`src/hdl/cdmf_pkg.sv`:
```
`default_nettype none

package cdmf_pkg;

    // Field widths of one received message key
    localparam int unsigned ADDR_W  = 32;
    localparam int unsigned PORT_W  = 16;
    localparam int unsigned MID_W   = 16;
    localparam int unsigned TIME_W  = 32;

    // Lifetime register value after reset, in milliseconds
    localparam logic [TIME_W-1:0] LIFETIME_RESET = 32'd247000;

    // One stored table entry: message key plus arrival stamp
    typedef struct packed {
        logic [ADDR_W-1:0] address;
        logic [PORT_W-1:0] port;
        logic [MID_W-1:0]  msg_id;
        logic [TIME_W-1:0] stamp;
    } entry_t;

    // Controller states
    typedef enum logic [1:0] {
        ST_IDLE,
        ST_SCAN,
        ST_INSERT
    } state_t;

    // Commands from controller to datapath
    typedef struct packed {
        logic load;     // capture the key and start reading entry 0
        logic scan;     // evaluate the current entry and step to the next
        logic insert;   // store the key at the insert pointer
        logic respond;  // present a result next cycle
        logic dup;      // result value to present
    } cmd_t;

    // Status from datapath to controller
    typedef struct packed {
        logic live_hit;     // current entry matches and is still live
        logic last_entry;   // current entry is the last one of the table
    } sts_t;

endpackage

`default_nettype wire

```
`src/hdl/cdmf_ctrl.sv`:
```
`default_nettype none

module cdmf_ctrl (
    input  wire logic          clk,
    input  wire logic          rst_n,
    input  wire logic          start,
    input  cdmf_pkg::sts_t     sts,
    output cdmf_pkg::cmd_t     cmd,
    output logic               busy
);
    import cdmf_pkg::*;

    state_t state_reg;
    state_t state_next;

    // State register
    always_ff @(posedge clk or negedge rst_n)
    begin
        if (!rst_n)
        begin
            state_reg <= ST_IDLE;
        end
        else
        begin
            state_reg <= state_next;
        end
    end

    // Next state
    always_comb
    begin
        state_next = state_reg;
        unique case (state_reg)
            ST_IDLE:
            begin
                if (start)
                begin
                    state_next = ST_SCAN;
                end
            end
            ST_SCAN:
            begin
                if (sts.live_hit)
                begin
                    state_next = ST_IDLE;
                end
                else if (sts.last_entry)
                begin
                    state_next = ST_INSERT;
                end
            end
            ST_INSERT:
            begin
                state_next = ST_IDLE;
            end
            default:
            begin
                state_next = ST_IDLE;
            end
        endcase
    end

    // Outputs: datapath commands and busy
    always_comb
    begin
        cmd  = '0;
        busy = 1'b1;
        unique case (state_reg)
            ST_IDLE:
            begin
                busy     = 1'b0;
                cmd.load = start;
            end
            ST_SCAN:
            begin
                cmd.scan = 1'b1;
                if (sts.live_hit)
                begin
                    cmd.respond = 1'b1;
                    cmd.dup     = 1'b1;
                end
            end
            ST_INSERT:
            begin
                cmd.insert  = 1'b1;
                cmd.respond = 1'b1;
            end
            default:
            begin
                cmd = '0;
            end
        endcase
    end

    // Accepted command always leads into the scan
    assert property (@(posedge clk) disable iff (!rst_n)
        (start && !busy) |=> (state_reg == ST_SCAN))
        else $error("cdmf_ctrl: accepted item did not enter scan");

    // Every response returns the controller to idle
    assert property (@(posedge clk) disable iff (!rst_n)
        cmd.respond |=> !busy)
        else $error("cdmf_ctrl: still busy after response");

    // Insertion only follows a scan that ended on the last entry
    assert property (@(posedge clk) disable iff (!rst_n)
        (state_reg == ST_INSERT) |-> ($past(sts.last_entry) && !$past(sts.live_hit)))
        else $error("cdmf_ctrl: insert without full scan");

endmodule

`default_nettype wire

```
`src/hdl/cdmf_datapath.sv`:
```
`default_nettype none

module cdmf_datapath #(
    parameter int unsigned TABLE_DEPTH = 8
) (
    input  wire logic                        clk,
    input  wire logic                        rst_n,
    input  cdmf_pkg::cmd_t                   cmd,
    output cdmf_pkg::sts_t                   sts,
    input  wire logic [cdmf_pkg::ADDR_W-1:0] src_address,
    input  wire logic [cdmf_pkg::PORT_W-1:0] src_port,
    input  wire logic [cdmf_pkg::MID_W-1:0]  message_id,
    input  wire logic [cdmf_pkg::TIME_W-1:0] now_ms,
    input  wire logic                        cfg_valid,
    output logic                             cfg_ready,
    input  wire logic [cdmf_pkg::TIME_W-1:0] cfg_data,
    output logic                             done,
    output logic                             is_duplicate
);
    import cdmf_pkg::*;

    localparam int unsigned IDX_W = (TABLE_DEPTH > 1) ? $clog2(TABLE_DEPTH) : 1;
    localparam logic [IDX_W-1:0] LAST_IDX = IDX_W'(TABLE_DEPTH - 1);

    // Key, stamp and data storage
    entry_t                   entry_mem [TABLE_DEPTH];
    entry_t                   rd_data_reg;
    entry_t                   key_reg;
    entry_t                   key_next;
    logic [IDX_W-1:0]         rd_addr;

    logic [TABLE_DEPTH-1:0]   valid_reg;
    logic [TABLE_DEPTH-1:0]   valid_next;
    logic [IDX_W-1:0]         cmp_idx_reg;
    logic [IDX_W-1:0]         cmp_idx_next;
    logic [IDX_W-1:0]         ins_ptr_reg;
    logic [IDX_W-1:0]         ins_ptr_next;
    logic [TIME_W-1:0]        lifetime_reg;
    logic [TIME_W-1:0]        lifetime_next;
    logic                     done_reg;
    logic                     done_next;
    logic                     is_duplicate_reg;
    logic                     is_duplicate_next;

    logic                     key_match;
    logic [TIME_W-1:0]        age;
    logic                     hit_expired;

    // Configuration port never stalls
    assign cfg_ready = 1'b1;

    // Compare the entry read last cycle against the held key
    always_comb
    begin
        key_match = valid_reg[cmp_idx_reg]
                    && (rd_data_reg.address == key_reg.address)
                    && (rd_data_reg.port == key_reg.port)
                    && (rd_data_reg.msg_id == key_reg.msg_id);
        age = key_reg.stamp - rd_data_reg.stamp;
        sts.live_hit   = key_match && (age < lifetime_reg);
        sts.last_entry = (cmp_idx_reg == LAST_IDX);
        hit_expired    = key_match && !(age < lifetime_reg);
    end

    // Read address: entry 0 on load or at the last entry, else the entry after the current one
    always_comb
    begin
        if (cmd.load || sts.last_entry)
        begin
            rd_addr = '0;
        end
        else
        begin
            rd_addr = cmp_idx_reg + IDX_W'(1);
        end
    end

    // Table memory: write on insert, registered read
    always_ff @(posedge clk)
    begin
        if (cmd.insert)
        begin
            entry_mem[ins_ptr_reg] <= key_reg;
        end
        rd_data_reg <= entry_mem[rd_addr];
    end

    // Next values of control and payload registers
    always_comb
    begin
        key_next          = key_reg;
        valid_next        = valid_reg;
        cmp_idx_next      = cmp_idx_reg;
        ins_ptr_next      = ins_ptr_reg;
        lifetime_next     = lifetime_reg;
        done_next         = cmd.respond;
        is_duplicate_next = is_duplicate_reg;

        // Capture the key and restart the scan
        if (cmd.load)
        begin
            key_next.address = src_address;
            key_next.port    = src_port;
            key_next.msg_id  = message_id;
            key_next.stamp   = now_ms;
            cmp_idx_next     = '0;
        end

        // Drop an expired match and advance
        if (cmd.scan)
        begin
            if (hit_expired)
            begin
                valid_next[cmp_idx_reg] = 1'b0;
            end
            if (!sts.last_entry)
            begin
                cmp_idx_next = cmp_idx_reg + IDX_W'(1);
            end
        end

        // Mark the new entry live and advance the pointer
        if (cmd.insert)
        begin
            valid_next[ins_ptr_reg] = 1'b1;
            if (ins_ptr_reg == LAST_IDX)
            begin
                ins_ptr_next = '0;
            end
            else
            begin
                ins_ptr_next = ins_ptr_reg + IDX_W'(1);
            end
        end

        if (cmd.respond)
        begin
            is_duplicate_next = cmd.dup;
        end

        if (cfg_valid && cfg_ready)
        begin
            lifetime_next = cfg_data;
        end
    end

    // Control registers
    always_ff @(posedge clk or negedge rst_n)
    begin
        if (!rst_n)
        begin
            valid_reg        <= '0;
            cmp_idx_reg      <= '0;
            ins_ptr_reg      <= '0;
            lifetime_reg     <= LIFETIME_RESET;
            done_reg         <= 1'b0;
            is_duplicate_reg <= 1'b0;
        end
        else
        begin
            valid_reg        <= valid_next;
            cmp_idx_reg      <= cmp_idx_next;
            ins_ptr_reg      <= ins_ptr_next;
            lifetime_reg     <= lifetime_next;
            done_reg         <= done_next;
            is_duplicate_reg <= is_duplicate_next;
        end
    end

    // Payload registers
    always_ff @(posedge clk)
    begin
        key_reg <= key_next;
    end

    assign done         = done_reg;
    assign is_duplicate = is_duplicate_reg;

    // Inserted entry is live afterwards
    assert property (@(posedge clk) disable iff (!rst_n)
        cmd.insert |=> valid_reg[$past(ins_ptr_reg)])
        else $error("cdmf_datapath: inserted entry not valid");

    // A duplicate result comes from a live hit in the previous cycle
    assert property (@(posedge clk) disable iff (!rst_n)
        (done && is_duplicate) |-> $past(sts.live_hit))
        else $error("cdmf_datapath: duplicate without live hit");

    // Pointers stay inside the table
    assert property (@(posedge clk) disable iff (!rst_n)
        (ins_ptr_reg <= LAST_IDX) && (cmp_idx_reg <= LAST_IDX))
        else $error("cdmf_datapath: index beyond table depth");

endmodule

`default_nettype wire

```
`src/hdl/coap_duplicate_message_filter.sv`:
```
// Duplicate filter for received CoAP messages. Pulse start with a key
// (src_address, src_port, message_id) and the current time now_ms while busy
// is low; the block scans its table of TABLE_DEPTH recent keys one entry per
// cycle out of a table memory with one write port and one registered read
// port. A live match (age below the
// lifetime register) ends the scan early with is_duplicate high;
// expired matches are dropped on the way; otherwise the key is stored at a
// round-robin pointer and is_duplicate is low. The result is shown for
// exactly one cycle with done high, and the receiver cannot stall it: done
// is registered from the scan step that finds a live hit, or from the
// insert step that follows a full scan of the table for a new key. busy
// falls in the same cycle done rises, so a new command may be issued then.
// The lifetime register (reset 247000 ms) is written through cfg_valid /
// cfg_data, which is always ready; write it only while the block is idle.
`default_nettype none

module coap_duplicate_message_filter #(
    parameter int unsigned TABLE_DEPTH = 8
) (
    input  wire logic                        clk,
    input  wire logic                        rst_n,
    input  wire logic                        start,
    output logic                             busy,
    input  wire logic [cdmf_pkg::ADDR_W-1:0] src_address,
    input  wire logic [cdmf_pkg::PORT_W-1:0] src_port,
    input  wire logic [cdmf_pkg::MID_W-1:0]  message_id,
    input  wire logic [cdmf_pkg::TIME_W-1:0] now_ms,
    output logic                             done,
    output logic                             is_duplicate,
    input  wire logic                        cfg_valid,
    output logic                             cfg_ready,
    input  wire logic [cdmf_pkg::TIME_W-1:0] cfg_data
);
    import cdmf_pkg::*;

    cmd_t cmd;
    sts_t sts;

    // Scan sequencer
    cdmf_ctrl u_ctrl (
        .clk   (clk),
        .rst_n (rst_n),
        .start (start),
        .sts   (sts),
        .cmd   (cmd),
        .busy  (busy)
    );

    // Table, compare and result registers
    cdmf_datapath #(
        .TABLE_DEPTH (TABLE_DEPTH)
    ) u_datapath (
        .clk          (clk),
        .rst_n        (rst_n),
        .cmd          (cmd),
        .sts          (sts),
        .src_address  (src_address),
        .src_port     (src_port),
        .message_id   (message_id),
        .now_ms       (now_ms),
        .cfg_valid    (cfg_valid),
        .cfg_ready    (cfg_ready),
        .cfg_data     (cfg_data),
        .done         (done),
        .is_duplicate (is_duplicate)
    );

endmodule

`default_nettype wire

```
`config.mk`:
```
export PLATFORM = sky130hd
export DESIGN_NAME = coap_duplicate_message_filter
export DESIGN_NICKNAME = d
export VERILOG_FILES = /design/src/hdl/cdmf_pkg.sv /design/src/hdl/cdmf_ctrl.sv /design/src/hdl/cdmf_datapath.sv /design/src/hdl/coap_duplicate_message_filter.sv
export SDC_FILE = /design/constraint.sdc
export NUM_CORES = 1
export LEC_CHECK = 0
export BUFFER_PORTS_ARGS = -buffer_cell sky130_fd_sc_hd__buf_2
export CORE_ASPECT_RATIO = 2
export CORE_UTILIZATION = 35
export DETAILED_ROUTE_END_ITERATION = 12
export PLACE_DENSITY = 0.52
export SLEW_MARGIN = 20
export SYNTH_ARGS = -nofsm -noshare
export SYNTH_HDL_FRONTEND = slang
export SYNTH_HIERARCHICAL = 1
export SYNTH_SLANG_ARGS = --single-unit
export TNS_END_PERCENT = 50
```
`constraint.sdc`:
```
create_clock -name clk -period 9.9 [get_ports clk]
set_clock_uncertainty 0.15 [all_clocks]
set_input_delay 1.485 -clock clk [delete_from_list [all_inputs] [get_ports clk]]
set_output_delay 1.485 -clock clk [all_outputs]
set_load 0.02 [all_outputs]
```
Yosys cells after proc, flatten, opt, wreduce, memory -nomap -nowiden:

Memory sizes are Yosys's and may differ from the RTL's. A register that Yosys moved wholly into a read port is not among the register bits.
Cells that the tools add are included.

* register bits: 146
* RAM bits: 768
* input port bits: 132
* output and inout port bits: 4
* logic and storage cells: 70
* memories: 1

Memory list
* u_datapath.entry_mem: words 8, bits a word 96, read ports 1, clocked after Yosys merged registers in 1, write ports 1, RTL line cdmf_datapath.sv:26 `entry_t entry_mem [TABLE_DEPTH];`

* add/sub/neg operators: 3
* magnitude comparators: 5
* eq/ne operators: 9
* muxes and demuxes: 27
* bitwise operators: 3
* reductions and logical operators: 11

Operator list (count)
* $eq 16x16->1: 2
* $eq 32x32->1: 1
* $lt 32x32->1: 1
* $sub 32x32->32: 1
* $mux 8: 3
* $mux 3: 5
* $mux 1: 10
* $and 8x8->8: 1
* $lt 3x4->1 const B: 2
* $mux 2: 4
* $not 8->8: 1
* $or 8x8->8: 1
* $logic_and 1x1->1: 7
* $add 3x1->3 const B: 2
* $demux 1 s3: 2
* $eq 3x3->1 const B: 2
* $ge 3x1->1 const B: 2
* $pmux 2 s2: 1
* $bmux 1 s3: 1
* $ne 3x2->1 const B: 1
* $eq 2x1->1 const B: 1
* $eq 2x2->1 const B: 1
* $logic_not 2->1: 1
* $ne 2x2->1 const B: 1
* 4 further kinds: 4

Depth between registers and ports, before layout:

Gate-level depths: netlist of the first run.

* depth in word-level cells: 10
* mapped depth: 20
* mapped depth without buffers: 20

Cells and area by module:

The synthesis of the first run kept the hierarchy.

By module, submodules not included
* cdmf_datapath: instances 1, cells an instance 2238, area an instance 38595.8 µm², sequential area each 29079.1 µm²
* cdmf_ctrl: instances 1, cells an instance 18, area an instance 188.9 µm², sequential area each 50.0 µm²

Worst setup path after synthesis of the first run:

Ideal clock, no wire load.

* path type: register -> register
* start point: reg u_ctrl.state_reg[0]
* end point: mem u_datapath/entry_mem[0][0] (netlist name) (enable)
* library setup time: 0.673 ns
* arrival: 7.453 ns
* data required time: 9.077 ns
* setup slack: 1.624 ns
* cell stages (with the launch flop): 5
* buffers on the path: 0
* period minus slack after synthesis: 8.276 ns
* cell sequence: dfrtp_1 > inv_1 > ha_1 > nand2b_1 > nor3_1

RTL lines
* from (decl): RTL line cdmf_ctrl.sv:13 `state_t state_reg;`
* from (signal assigned): RTL line cdmf_ctrl.sv:25 `state_reg <= state_next;`
* to (decl): RTL line cdmf_datapath.sv:26

==> metrics.txt, run 1 <==
final worst slack 4.36 ns; post-cts sizing count 0; GP Congestion 0.839; Post-DP Area 0.0411 mm^2; fmax 181 MHz; row cnt 172; total grt overflow 0; CTS H-tree lvls 3; first-pass GRT wire length approximately 140000 um; design area 0.0443 mm^2; Final TNS setup 0 ns; antenna-violating nets left 0; wirelength, routed 96300 um; worst-path maximum fanout 9; Area growth syn-to-layout 14.3%; maximum capacitance violations 0; Final min period 5.54 ns; setup slack, reg-to-reg 4.36 ns; Crit Path Class flop to flop; antenna violations before repair 3; DR DRC count 0; final setup vio count 0; CTS tree built; crit share post-route 0.559; Die Wd 237 um; DP Cell Count 3693; nets@finish between 2k and 3k; CTS Root Cell clkbuf_16; DRT iter0 DRCs 1516; post-CTS setup buffers 0; final hold vios 0; Seq cells post-synth a little over 1k; TritonCTS buffer count 92; r2r startpoint u_datapath/key_reg[0]$_DFFE_PP_; Hold-fix buffers, CTS 0; Clk Latency, worst-skew pair 0.68 ns; fraction of layout cells with a size suffix above 1 0.186; pre-CTS WS around 4.4 ns; PortBufs 134; Tot GR Track Use 0.173; syn_nets 2459; Lkg Pwr around 15 nW; hold depth 2; hold endpoint u_datapath/lifetime_reg[16]$_DFFE_PN1P_; Overall Power 13.6 mW; Slew Viols, Final 0; YS warnings 6; Worst R2R End u_datapath/is_duplicate$_DFFE_PN0P_; WP data required 10.32 ns; post-route non-filler standard cell count 3866; Mapped Cells 2256; worst hold-check path type flop to flop; routed length per instance 24.9 um; Reg clk slew, reported paths 0.06 ns; Initial DRT Pass Iterations 5; clk sinks 1010; syn avg cell area 17.2 um^2; EDFF count, synth ~860; max FFs per register 768; vias per cell 5.42; Cell Area, Synth 0.0388 mm^2; RSZ-0062 raised after global routing no; R2R depth 20; Core ar. roughly 0.11 mm^2; Die Footprint ~0.11 mm^2; DP Wirelength 55100 um; CP Launch Type flop; post-synth cell types 78; Seq/Total Area, Yosys 0.751; Initial Util 0.353; chip height 473 um; Bufs on Longest Clock Path 3; DR vias around 21k; PD cells 307 mW/mm^2; Worst Setup End Kind flop; outcome completed; Worst Tran Pin Value 1.10 ns; ys flop type edfxtp_1; peak supply drop 0.251 mV; Critical Path AT 5.96 ns; num ports 136; slew margin rel. 0.262; largest net degree at the start of global routing 142; asr flop ratio synth 0.0495; hold path start u_datapath/lifetime_reg[16]$_DFFE_PN1P_; Hold WS 0.366 ns; Finished Core Util 0.404; vias in the first global route around 23k
[Yosys cell counts, types with 4 or more instances]
master / count / share of area
edfxtp_1: 864 / 0.67
o221ai_1: 193 / 0.044
nor2_1: 139 / 0.013
a31oi_1: 104 / 0.017
mux4_2: 98 / 0.057
dfxtp_1: 96 / 0.050
clkbuf_1: 90 / 0.0087
inv_1: 75 / 0.0073
ha_1: 70 / 0.023
nand2_1: 70 / 0.0068
a21oi_1: 45 / 0.0058
xor2_1: 44 / 0.0099
xnor2_1: 43 / 0.0097
o21ai_0: 42 / 0.0054
dfrtp_1: 41 / 0.026
a21o_1: 29 / 0.0056
buf_2: 28 / 0.0036
nor4_1: 18 / 0.0029
nor3_1: 16 / 0.0021
nand4_1: 15 / 0.0024
and3_1: 12 / 0.0019
nand3_1: 11 / 0.0014
o21ai_1: 11 / 0.0014
dfstp_2: 9 / 0.0061
nand2b_1: 6 / 0.00097
o21a_1: 5 / 0.00097
a211oi_1: 4 / 0.00077
nor3b_1: 4 / 0.00077
o211ai_1: 4 / 0.00077
[routing by layer]
| metal | vias up | part of all wire | GRT usage |
|---|---|---|---|
| met2 | 509 | 0.54 | 0.323 |
| met5 | - | 0 | 0 |
| met4 | 0 | 0.031 | 0.0658 |
| li1 | 9348 | - | - |
| met3 | 152 | 0.035 | 0.0220 |
| met1 | 10900 | 0.39 | 0.200 |
[power by group]
part           internal [mW]  total, mW  switching (mW)
Clock                   2.24       3.84            1.60
Sequential              5.17       5.48           0.314
Combinational           1.61       4.28            2.67
[kinds of logic after synthesis]
group | count (synthesis) | synth area share
AND/OR/NAND/NOR | 325 | 0.0408
buffers and inverters | 199 | 0.0205
XOR/XNOR | 88 | 0.0201
multiplexers | 103 | 0.0584
AO/OA/AOI/OAI | 459 | 0.0860
adder cells (fa/ha/maj) | 71 | 0.0231
other | 1 | 0.0000967
flip-flops | 1010 | 0.751
[area by class of cell]
cell class	instances	area [um^2]
Fill cell	9987	65400
Antenna cell	1	2.50
Tap cell	1392	1740
Multi-Input combinational cell	1047	8960
Inverter	77	294
Clock buffer	120	2540
Timing Repair Buffer	167	951
Clock inverter	52	721
Sequential cell	1010	29100
[cells in the final DEF (no fill, tap or decap), types with 44 or more instances in the layout]
cell type and count:
dfxtp_1 96, a31oi_1 104, o221ai_1 193, clkbuf_16 95, xor2_1 44, buf_2 134, edfxtp_1 864, nor2_1 133
inv_1 75, nand2_1 68, a21oi_1 45, mux4_2 98, ha_1 70
[critical path, cell delays in order (launching register included)]
cell and delay (ns):
edfxtp_1 0.51, inv_1 0.10, ha_1 0.17, inv_1 0.06, fa_1 0.40, a21oi_1 0.19
o21ai_1 0.18, a21oi_1 0.66, o211ai_1 0.29, o41ai_1 0.36, xnor2_1 0.14, ha_1 0.19
a21o_1 0.17, a21o_1 0.18, a21oi_1 0.19, o221ai_1 0.14, a21oi_1 0.52, and2_1 0.23
and2_1 0.14, o21a_1 0.14, mux2_2 0.33
[worst max-delay path by stage]
| stage | from | end | cells after the start |
|---|---|---|---|
| after floorplan | u_ctrl/state_reg[0]$_DFFE_PN0P_ | u_datapath/entry_mem[0][0]$_DFFE_PP_ | 4 |
| after global placement | u_datapath/key_reg[0]$_DFFE_PP_ | u_datapath/is_duplicate$_DFFE_PN0P_ | 20 |
| after detailed placement | u_datapath/key_reg[0]$_DFFE_PP_ | u_datapath/is_duplicate$_DFFE_PN0P_ | 20 |
| after CTS | u_datapath/key_reg[0]$_DFFE_PP_ | u_datapath/is_duplicate$_DFFE_PN0P_ | 20 |
| after global routing | u_datapath/key_reg[0]$_DFFE_PP_ | u_datapath/is_duplicate$_DFFE_PN0P_ | 20 |
| final | u_datapath/key_reg[0]$_DFFE_PP_ | u_datapath/is_duplicate$_DFFE_PN0P_ | 20 |
No activity file was read; power rests on OpenSTA's default activity.
==> run 2, diff against run 1 <==
==> constraint.sdc (replaced) <==
create_clock -name clk -period 5.15 [get_ports clk]
set_clock_uncertainty 0.15 [all_clocks]
set_input_delay 0.7725 -clock clk [delete_from_list [all_inputs] [get_ports clk]]
set_output_delay 0.7725 -clock clk [all_outputs]
set_load 0.02 [all_outputs]
==> run 2 against run 1 <==
Effect of this change: maximum frequency is 11% higher; largest cell class unchanged; combinational power is 98% higher; first-iteration DRC count is 8.3% lower; worst setup slack worse by 4.2 ns; via count is 1.0% higher; final cell count is 0.59% higher; sequential share of layout area is 0.24 points lower; sequential power is 92% higher.
==> metrics.txt, run 2 (synthesis results as in run 1) <==
Worst Setup End Kind flop; fraction of layout cells with a size suffix above 1 0.191 (+0.00510); Final TNS setup 0 ns (unchanged); crit share post-route 0.969 (+0.410); Core ar. 0.110 mm^2 (unchanged); Clk Latency, worst-skew pair 0.69 ns (about the same); worst hold-check path type input pin to async pin; DR DRC count 0 (unchanged); routed length per instance 24.5 um (-1.5%); Reg clk slew, reported paths 0.07 ns (about the same); TritonCTS buffer count 94 (+2.2%); nets@finish 2618 (+0.77%); most frequent cells in the layout 864 x edfxtp_1, 193 x o221ai_1, 134 x buf_2; R2R depth 18 (-10%); CTS Root Cell clkbuf_16; worst-path maximum fanout 9 (unchanged); DR vias 21.2k (+1.0%); slew margin rel. 0.273 (+0.0112); Initial DRT Pass Iterations 5 (unchanged); final setup vio count 0 (unchanged); Initial Util 0.353 (unchanged); Tot GR Track Use 0.172 (-0.00151); PD cells 587 mW/mm^2 (+91%); row cnt 172 (unchanged); Overall Power 26.1 mW (+92%); PortBufs 134 (unchanged); antenna-violating nets left 0 (unchanged); antenna violations before repair 4 (+1); chip height 473 um (unchanged); clk sinks 1010 (unchanged); Lkg Pwr 14.9 nW (+0.56%); Crit Path Class flop to flop; final hold vios 0 (unchanged); commonest non-fill, non-tap cell in the layout edfxtp_1; post-cts sizing count 0 (unchanged); Fillers 9931 (-0.56%); Finished Core Util 0.405 (+0.00151); DRT iter0 DRCs 1390 (-8.3%); Die Footprint 0.112 mm^2 (unchanged); vias in the first global route 22.7k (+0.12%); vias per cell 5.44 (+0.40%); Die Wd 237 um (unchanged); max FFs per register 768 (unchanged); CTS H-tree lvls 3 (unchanged); peak supply drop 0.608 mV (+140%); total grt overflow 0 (unchanged); RSZ-0062 raised after global routing no; post-CTS setup buffers 0 (unchanged); outcome completed; area of the multi-input gates 0.00898 mm^2 (+0.29%); Bufs on Longest Clock Path 3 (unchanged); Hold-fix buffers, CTS 0 (unchanged); Final min period 4.99 ns (-0.545 ns); Hold WS 0.0514 ns (-0.314 ns); Critical Path AT 5.43 ns (-0.53 ns); fmax 200 MHz (+11%); first-pass GRT wire length 143000 um (-0.82%); num ports 136 (unchanged); Slew Viols, Final 0 (unchanged); GP Congestion 0.882 (+5.1%); Worst Tran Pin Value 1.09 ns (-0.0142 ns); Register Area 0.0291 mm^2 (unchanged); Area growth syn-to-layout 14.7%; wirelength, routed 95400 um (-0.94%); maximum capacitance violations 0 (unchanged); CP Launch Type flop; DP Wirelength 54100 um (-1.8%); WP data required 5.58 ns (-4.74 ns); CTS tree built; largest net degree at the start of global routing 149 (+4.9%)
## run 2: cell types whose count changed in the layout (fill, tap and decap cells not counted), sizes merged
| cell | delta |
|---|---|
| clkbuf | +4 |
| buf | +18 |
| inv | -3 |
| bufinv | -7 |
| clkinvlp | -4 |
| clkinv | +15 |
## run 2: through the flow
step / cells / cell area (um^2) / setup WS, ns
2_1_floorplan: 2256 / 38800 / -0.510
3_3_place_gp: 3711 / 41300 / 0.167
3_5_place_dp: 3711 / 41300 / 0.0528
4_1_cts: 3888 / 44500 / 0.0670
5_1_grt: 3889 / 44500 / 0.00175
6_report: 3889 / 44500 / 0.159
## run 2: per-layer routing
layer  track usage  vias up  share of wire
li1              -     9373              -
met5             0        -              0
met4        0.0646        0          0.030
met2         0.320      525           0.54
met3        0.0221      149          0.039
met1         0.199    11100           0.39
## run 2: final timing paths
| check | startpoint | endpoint | slack [ns] |
|---|---|---|---|
| worst max register to register | u_datapath/key_reg[16]$_DFFE_PP_ | u_datapath/is_duplicate$_DFFE_PN0P_ | 0.16 |
| min in group clk | now_ms[21] | u_datapath/key_reg[21]$_DFFE_PP_ | 0.10 |
| worst min-delay path | rst_n | u_datapath/lifetime_reg[2]$_DFFE_PN0P_ | 0.05 |
| max in group asynchronous | rst_n | u_datapath/lifetime_reg[31]$_DFFE_PN0P_ | 4.28 |
| worst min register to register | u_datapath/lifetime_reg[10]$_DFFE_PN1P_ | u_datapath/lifetime_reg[10]$_DFFE_PN1P_ | 0.36 |
| worst max-delay path | u_datapath/key_reg[16]$_DFFE_PP_ | u_datapath/is_duplicate$_DFFE_PN0P_ | 0.16 |
## run 2: worst max-delay path, stage by stage (launching register included)
cell,delay (ns)
edfxtp_1,0.51
ha_1,0.44
a21o_1,0.24
o21a_1,0.18
a311oi_1,0.45
or2_2,0.23
o211ai_1,0.21
o41ai_1,0.40
xnor2_1,0.12
ha_1,0.19
a21o_1,0.17
a21o_1,0.16
a21oi_1,0.24
o221ai_1,0.19
a21oi_2,0.24
and2_1,0.18
and2_1,0.14
o21a_1,0.14
mux2_2,0.33
## run 2: final cells by class
| type | count | share of cell area |
|---|---|---|
| timing repair buffer | 185 | 0.0265 |
| antenna | 1 | 0.0000562 |
| sequential | 1010 | 0.655 |
| multi-input combinational | 1047 | 0.202 |
| tap | 1392 | 0.0391 |
| inverter | 77 | 0.00661 |
| clock buffer | 124 | 0.0595 |
| clock inverter | 53 | 0.0118 |
## run 2: power by group
part	switching (mW)	internal [mW]
logic	5.20	3.26
clock network	3.07	4.09
registers	0.569	9.94
total	8.84	17.3
